`config.mk`:
```
export PLATFORM = sky130hd
export DESIGN_NAME = sorted_priority_queue
export DESIGN_NICKNAME = d
export VERILOG_FILES = /design/src/rtl/spq_pkg.sv /design/src/rtl/spq_cell.sv /design/src/rtl/sorted_priority_queue.sv
export SDC_FILE = /design/constraint.sdc
export NUM_CORES = 2
export LEC_CHECK = 0
export BUFFER_PORTS_ARGS = -buffer_cell sky130_fd_sc_hd__buf_4
export CAP_MARGIN = 20
export CORE_MARGIN = 3
export CORE_UTILIZATION = 48
export DETAILED_ROUTE_END_ITERATION = 7
export GPL_TIMING_DRIVEN = 0
export PLACE_DENSITY = 0.76
export SYNTH_ARGS = -nofsm -noshare
export SYNTH_HDL_FRONTEND = slang
export SYNTH_SLANG_ARGS = --single-unit
```
`constraint.sdc`:
```
create_clock -name i_clk -period 7.6 [get_ports i_clk]
set_input_delay 1.14 -clock i_clk [delete_from_list [all_inputs] [get_ports i_clk]]
set_output_delay 1.14 -clock i_clk [all_outputs]
set_load 0.02 [all_outputs]
```
`src/rtl/spq_pkg.sv`:
```
package spq_pkg;

    localparam int CAPACITY    = 16;
    localparam int VALUE_WIDTH = 32;
    localparam int CNT_W       = $clog2(CAPACITY + 1);

    localparam int ACTION_W    = 2;
    localparam int IN_VALUE_W  = 32;
    localparam int STATUS_W    = 2;
    localparam int FRONT_W     = 32;
    localparam int OUT_CNT_W   = 5;

    localparam logic [ACTION_W-1:0] ACT_ENQUEUE = 2'd0;
    localparam logic [ACTION_W-1:0] ACT_DEQUEUE = 2'd1;
    localparam logic [ACTION_W-1:0] ACT_PEEK    = 2'd2;
    localparam logic [ACTION_W-1:0] ACT_CLEAR   = 2'd3;

    localparam logic [STATUS_W-1:0] ST_OK    = 2'd0;
    localparam logic [STATUS_W-1:0] ST_EMPTY = 2'd1;
    localparam logic [STATUS_W-1:0] ST_FULL  = 2'd2;

    typedef logic [VALUE_WIDTH-1:0] t_value;
    typedef logic [CNT_W-1:0]       t_count;

    typedef struct packed {
        logic   enq;
        logic   deq;
        t_value value;
    } t_cell_cmd;

endpackage

```
`src/rtl/spq_cell.sv`:
```
module spq_cell (
    input  logic               i_clk,
    input  spq_pkg::t_cell_cmd i_cmd,
    input  logic               i_occ,
    input  logic               i_left_ge,
    input  spq_pkg::t_value    i_left_val,
    input  spq_pkg::t_value    i_right_val,
    output spq_pkg::t_value    o_val,
    output logic               o_ge
);

    spq_pkg::t_value r_val;
    spq_pkg::t_value n_val;

    // stored entry is not smaller than the incoming value
    assign o_ge  = i_occ && (r_val >= i_cmd.value);
    assign o_val = r_val;

    always_comb begin
        n_val = r_val;
        if (i_cmd.enq) begin
            if (i_left_ge) begin
                n_val = i_left_val;
            end else if (o_ge || !i_occ) begin
                n_val = i_cmd.value;
            end
        end else if (i_cmd.deq) begin
            n_val = i_right_val;
        end
    end

    always_ff @(posedge i_clk) begin
        r_val <= n_val;
    end

endmodule

```
`src/rtl/sorted_priority_queue.sv`:
```
// Sorted priority queue: a row of compare-and-shift cells keeps up to CAPACITY
// values in ascending order, smallest at the front. A request is taken on any
// cycle with i_start high (o_busy stays low), so one request per cycle is
// sustained. Its result appears on the next cycle for exactly one cycle,
// marked by o_done; all cells compare against the new value and shift in the
// same cycle. The receiver cannot stall: results must be captured on the cycle
// o_done is high.
module sorted_priority_queue (
    input  logic                             i_clk,
    input  logic                             i_rst_n,
    input  logic                             i_start,
    output logic                             o_busy,
    input  logic [spq_pkg::ACTION_W-1:0]     i_action,
    input  logic [spq_pkg::IN_VALUE_W-1:0]   i_item_value,
    output logic                             o_done,
    output logic [spq_pkg::STATUS_W-1:0]     o_status,
    output logic [spq_pkg::FRONT_W-1:0]      o_front_value,
    output logic [spq_pkg::OUT_CNT_W-1:0]    o_entry_count
);

    spq_pkg::t_count            r_count;
    spq_pkg::t_count            n_count;
    logic                       r_done;
    logic [spq_pkg::STATUS_W-1:0] r_status;
    logic [spq_pkg::STATUS_W-1:0] n_status;

    logic                       w_accept;
    logic                       w_full;
    logic                       w_empty;
    spq_pkg::t_cell_cmd         w_cmd;
    spq_pkg::t_value            w_val [spq_pkg::CAPACITY];
    logic                       w_ge  [spq_pkg::CAPACITY];
    logic [63:0]                w_front;

    assign o_busy   = 1'b0;
    assign w_accept = i_start && !o_busy;
    assign w_full   = (r_count == spq_pkg::CNT_W'(spq_pkg::CAPACITY));
    assign w_empty  = (r_count == '0);

    assign w_cmd.enq   = w_accept && (i_action == spq_pkg::ACT_ENQUEUE) && !w_full;
    assign w_cmd.deq   = w_accept && (i_action == spq_pkg::ACT_DEQUEUE) && !w_empty;
    assign w_cmd.value = (spq_pkg::VALUE_WIDTH)'(i_item_value);

    genvar g;
    generate
        for (g = 0; g < spq_pkg::CAPACITY; g++) begin : g_cell
            spq_cell u_cell (
                .i_clk       (i_clk),
                .i_cmd       (w_cmd),
                .i_occ       (spq_pkg::CNT_W'(g) < r_count),
                .i_left_ge   ((g == 0) ? 1'b0 : w_ge[(g == 0) ? 0 : g - 1]),
                .i_left_val  (w_val[(g == 0) ? 0 : g - 1]),
                .i_right_val (w_val[(g == spq_pkg::CAPACITY - 1) ? g : g + 1]),
                .o_val       (w_val[g]),
                .o_ge        (w_ge[g])
            );
        end
    endgenerate

    always_comb begin
        n_count  = r_count;
        n_status = spq_pkg::ST_OK;
        case (i_action)
            spq_pkg::ACT_ENQUEUE: begin
                if (w_full) begin
                    n_status = spq_pkg::ST_FULL;
                end else begin
                    n_count = r_count + 1'b1;
                end
            end
            spq_pkg::ACT_DEQUEUE: begin
                if (w_empty) begin
                    n_status = spq_pkg::ST_EMPTY;
                end else begin
                    n_count = r_count - 1'b1;
                end
            end
            spq_pkg::ACT_PEEK: begin
                if (w_empty) begin
                    n_status = spq_pkg::ST_EMPTY;
                end
            end
            spq_pkg::ACT_CLEAR: begin
                n_count = '0;
            end
            default: begin
                n_count = r_count;
            end
        endcase
    end

    always_ff @(posedge i_clk) begin
        if (!i_rst_n) begin
            r_count <= '0;
            r_done  <= 1'b0;
        end else begin
            r_done <= w_accept;
            if (w_accept) begin
                r_count <= n_count;
            end
        end
    end

    always_ff @(posedge i_clk) begin
        if (w_accept) begin
            r_status <= n_status;
        end
    end

    assign w_front       = w_empty ? 64'd0 : 64'(w_val[0]);
    assign o_done        = r_done;
    assign o_status      = r_status;
    assign o_front_value = w_front[spq_pkg::FRONT_W-1:0];
    assign o_entry_count = spq_pkg::OUT_CNT_W'(r_count);

    a_count_bound: assert property (@(posedge i_clk) disable iff (!i_rst_n)
        r_count <= spq_pkg::CNT_W'(spq_pkg::CAPACITY))
        else $error("count exceeds capacity");

    a_enq_grows: assert property (@(posedge i_clk) disable iff (!i_rst_n)
        w_cmd.enq |=> (r_count == $past(r_count) + 1'b1))
        else $error("enqueue did not grow count");

    a_full_status: assert property (@(posedge i_clk) disable iff (!i_rst_n)
        (o_done && (o_status == spq_pkg::ST_FULL)) |->
            (r_count == spq_pkg::CNT_W'(spq_pkg::CAPACITY)))
        else $error("full status with room left");

    a_front_order: assert property (@(posedge i_clk) disable iff (!i_rst_n)
        (r_count >= spq_pkg::CNT_W'(2)) |-> (w_val[0] <= w_val[1]))
        else $error("front entries out of order");

    a_empty_front: assert property (@(posedge i_clk) disable iff (!i_rst_n)
        (o_done && (o_status == spq_pkg::ST_EMPTY)) |->
            ((o_front_value == '0) && (o_entry_count == '0)))
        else $error("empty status with data");

endmodule

```
==> flow_summary.ini <==
[yosys]
ys_ff_latch = 520
synthCells = 4131
synth_fp_nets = 4687
yosysWarnings = 0
seq_area_frac_synth_pct = 39.41
synth_ff_type = edfxtp_1
avgSynthCellArea_um2 = 9.554
synthArstFlopShare_pct = 0
synth_cell_types = 65
synthesis.area_mm2 = 0.03947
synth-edff-count = 514

[final_layout]
drive_gt1_share_pct = 4.827
multi_input_area_mm2 = 0.02248
ff_latch_area_mm2 = 0.01555
stdcell_count = 5390
fillers = 7324
nets = 4845
final_area_mm2 = 0.04384
synthToLayoutAreaGrowth_pct = 11.07
post-route-util_pct = 54.16
n_antenna_cell = 0

[timing]
slew_headroom_pct = 15.08
worst_pin_slew_ns = 1.274
clock.fmax_mhz = 174.8
setup_viol = 0
rsz0062_at_grt = no
final.setup_skew_ns = 0.01964
period_needed_ns = 5.719
slew_viol_final = 0
whs_ns = 0.5518
finalHoldViolations = 0
post-route-period-util_pct = 75.25
worst_slack_ns = 1.881

[worst_setup_path]
worst-path-max-fanout = 24
path_cells = clkbuf_1, inv_1, ha_1, clkbuf_1, a31oi_1, clkbuf_1, buf_2, clkbuf_1, clkbuf_1, a41oi_4, buf_16
critPathKind = reg -> reg
worstSetupStartpointType = flip-flop
cpMaxStageDelayCell = clkbuf_1
crit_required_ns = 7.98
cpLargestDelayFamily = buffers and inverters
ff2ff_setup_slack_ns = 1.88
slowest_delay_ns = 0.85
worstPathArrival_ns = 6.10
path_buf_inv = 8
end_kind = flip-flop
path_common_cell = clkbuf_1

[die]
ios = 78
placementRows = 104
initial_core_util_pct = 48.76
dieHeight_um = 292.8
die-area_mm2 = 0.08570
coreArea_mm2 = 0.08094
die_x_um = 292.8

[grt]
grt_pass1_wl_um = 211300
grt_use_total_pct = 32.57
overflow = 0
grt_max_degree = 26
grt_antenna_before_repair = 10
grt_pass1_vias = 35800

[cts]
worstSkewPairLatency_ns = 0.65
cts_tree = built
clk_pin_slew_ns = 0.06
postCtsSetupBuffers = 0
cts_root_buffer = clkbuf_16
cts-resized-gates = 0
cts_buffer_depth = 3
clock-sinks = 520
htree_num_levels = 2
cts-hold-fix-buffers = 0
cts-buffers-inserted = 59

[route]
vias = 36790
wl_per_cell_um = 26.66
via_per_inst = 6.826
drt-pass1-iter-count = 6
drc = 0
routed_wl_um = 143700
drt_iter0_drc = 4398
ant_nets = 0

[run_status]
outcome = finished, final reports clean

[place]
place_area_mm2 = 0.04212
dp_slack_ns = 1.837
portBuffers = 76
gp_congestion = 0.9906
placed_cells = 5286
hpwl_um = 118000

[pwr]
leakage_nw = 15.90
power.density_mw_per_mm2 = 180.3
vdd_drop_max_mv = 0.1800

[hold_path]
hp-class = reg -> reg

[run]
maxCapViolations = 0
[final timing paths]
check,cells after the start,startpoint,end
worst max-delay path,11,o_entry_count[0],g_cell[1].u_cell.o_val[6]
worst min-delay path,1,g_cell[1].u_cell.o_val[0],g_cell[0].u_cell.o_val[0]
worst max register to register,11,o_entry_count[0],g_cell[1].u_cell.o_val[6]
worst min register to register,1,g_cell[1].u_cell.o_val[0],g_cell[0].u_cell.o_val[0]
[where the power goes]
group	internal [mW]	switching, mW
clock network	1.44	1.25
registers	3.38	0.142
logic	0.571	1.12
[final cells by class]
cell class	count	share of cell area [%]
Buffer	345	3.060
Clock buffer	73	3.488
Clock inverter	29	0.3596
Inverter	99	0.8477
Multi-Input combinational cell	3167	51.27
Sequential cell	520	35.48
Tap cell	1060	3.026
Timing Repair Buffer	97	2.460
[cells in the mapped netlist, types with 8 or more instances]
library cell / number / area share [%]
a2111o_1: 9 / 0.26
a21o_1: 50 / 0.95
a21oi_1: 315 / 4.0
a221o_1: 128 / 3.2
a221oi_1: 30 / 0.67
a31oi_1: 81 / 1.3
a41oi_1: 11 / 0.24
and2_1: 41 / 0.65
and4_1: 25 / 0.55
buf_1: 23 / 0.22
buf_2: 10 / 0.13
clkbuf_1: 305 / 2.9
edfxtp_1: 514 / 39
ha_1: 519 / 16
inv_1: 99 / 0.94
mux2_1: 32 / 0.91
nand2_1: 628 / 6.0
nand2b_1: 38 / 0.60
nand3_1: 272 / 3.4
nand4_1: 72 / 1.1
nor2_1: 146 / 1.4
nor3_1: 15 / 0.19
nor4_1: 14 / 0.22
o2111ai_1: 103 / 2.3
o211ai_1: 384 / 7.3
o21a_1: 17 / 0.32
o21ai_0: 77 / 0.98
o21ai_1: 15 / 0.19
o22a_1: 10 / 0.22
o311ai_1: 37 / 0.82
o31ai_1: 8 / 0.15
or3_1: 8 / 0.13
[state kept, by name, summed over array words and instances, names as in the netlist]
name	count
o_status	2
o_done	1
g_cell.u_cell.o_val	512
o_entry_count	5
[layer usage]
| layer | vias up | track usage, % | wire length, um |
|---|---|---|---|
| met1 | 17560 | 42.36 | 54880 |
| met4 | 12 | 16.09 | 7619 |
| li1 | 16610 | - | - |
| met5 | - | 0 | 84 |
| met3 | 386 | 6.392 | 17360 |
| met2 | 2222 | 52.08 | 63730 |
[logic make-up (layout without fill, tap and decap cells)]
group,Yosys count,after routing,synth area share (%)
AND/OR/NAND/NOR,1286,1286,14.80
flip-flops,520,520,39.41
AO/OA/AOI/OAI,1328,1328,24.05
buffers and inverters,444,643,4.340
multiplexers,33,33,0.9384
other,1,1,0.009501
adder cells (fa/ha/maj),519,519,16.45
[stage by stage]
stage | power, mW | TNS (ns)
after floorplan | 4.579 | 0
after global placement | 5.107 | -0.5317
after detailed placement | 5.217 | 0
after CTS | 7.828 | 0
after global routing | 8.151 | 0
final | 7.903 | 0
[layout by cell type, fill, tap and decap left out, types with 59 or more instances in the layout]
cell type,n
nor2_1,146
clkbuf_16,59
edfxtp_1,514
clkbuf_1,319
buf_4,81
o21ai_0,77
a221o_1,128
a21oi_1,313
nand2_1,628
o211ai_1,384
nand3_1,272
ha_1,519
a31oi_1,76
inv_1,99
nand4_1,72
o2111ai_1,103
[worst reg2reg max path, cell delays in order, from the launching register on]
cell and delay [ns]:
dfxtp_1 0.55, clkbuf_1 0.49, inv_1 0.14, ha_1 0.22
clkbuf_1 0.18, a31oi_1 0.22, clkbuf_1 0.75, buf_2 0.59
clkbuf_1 0.68, clkbuf_1 0.85, a41oi_4 0.46, buf_16 0.31
No activity file was read; power rests on OpenSTA's default activity.
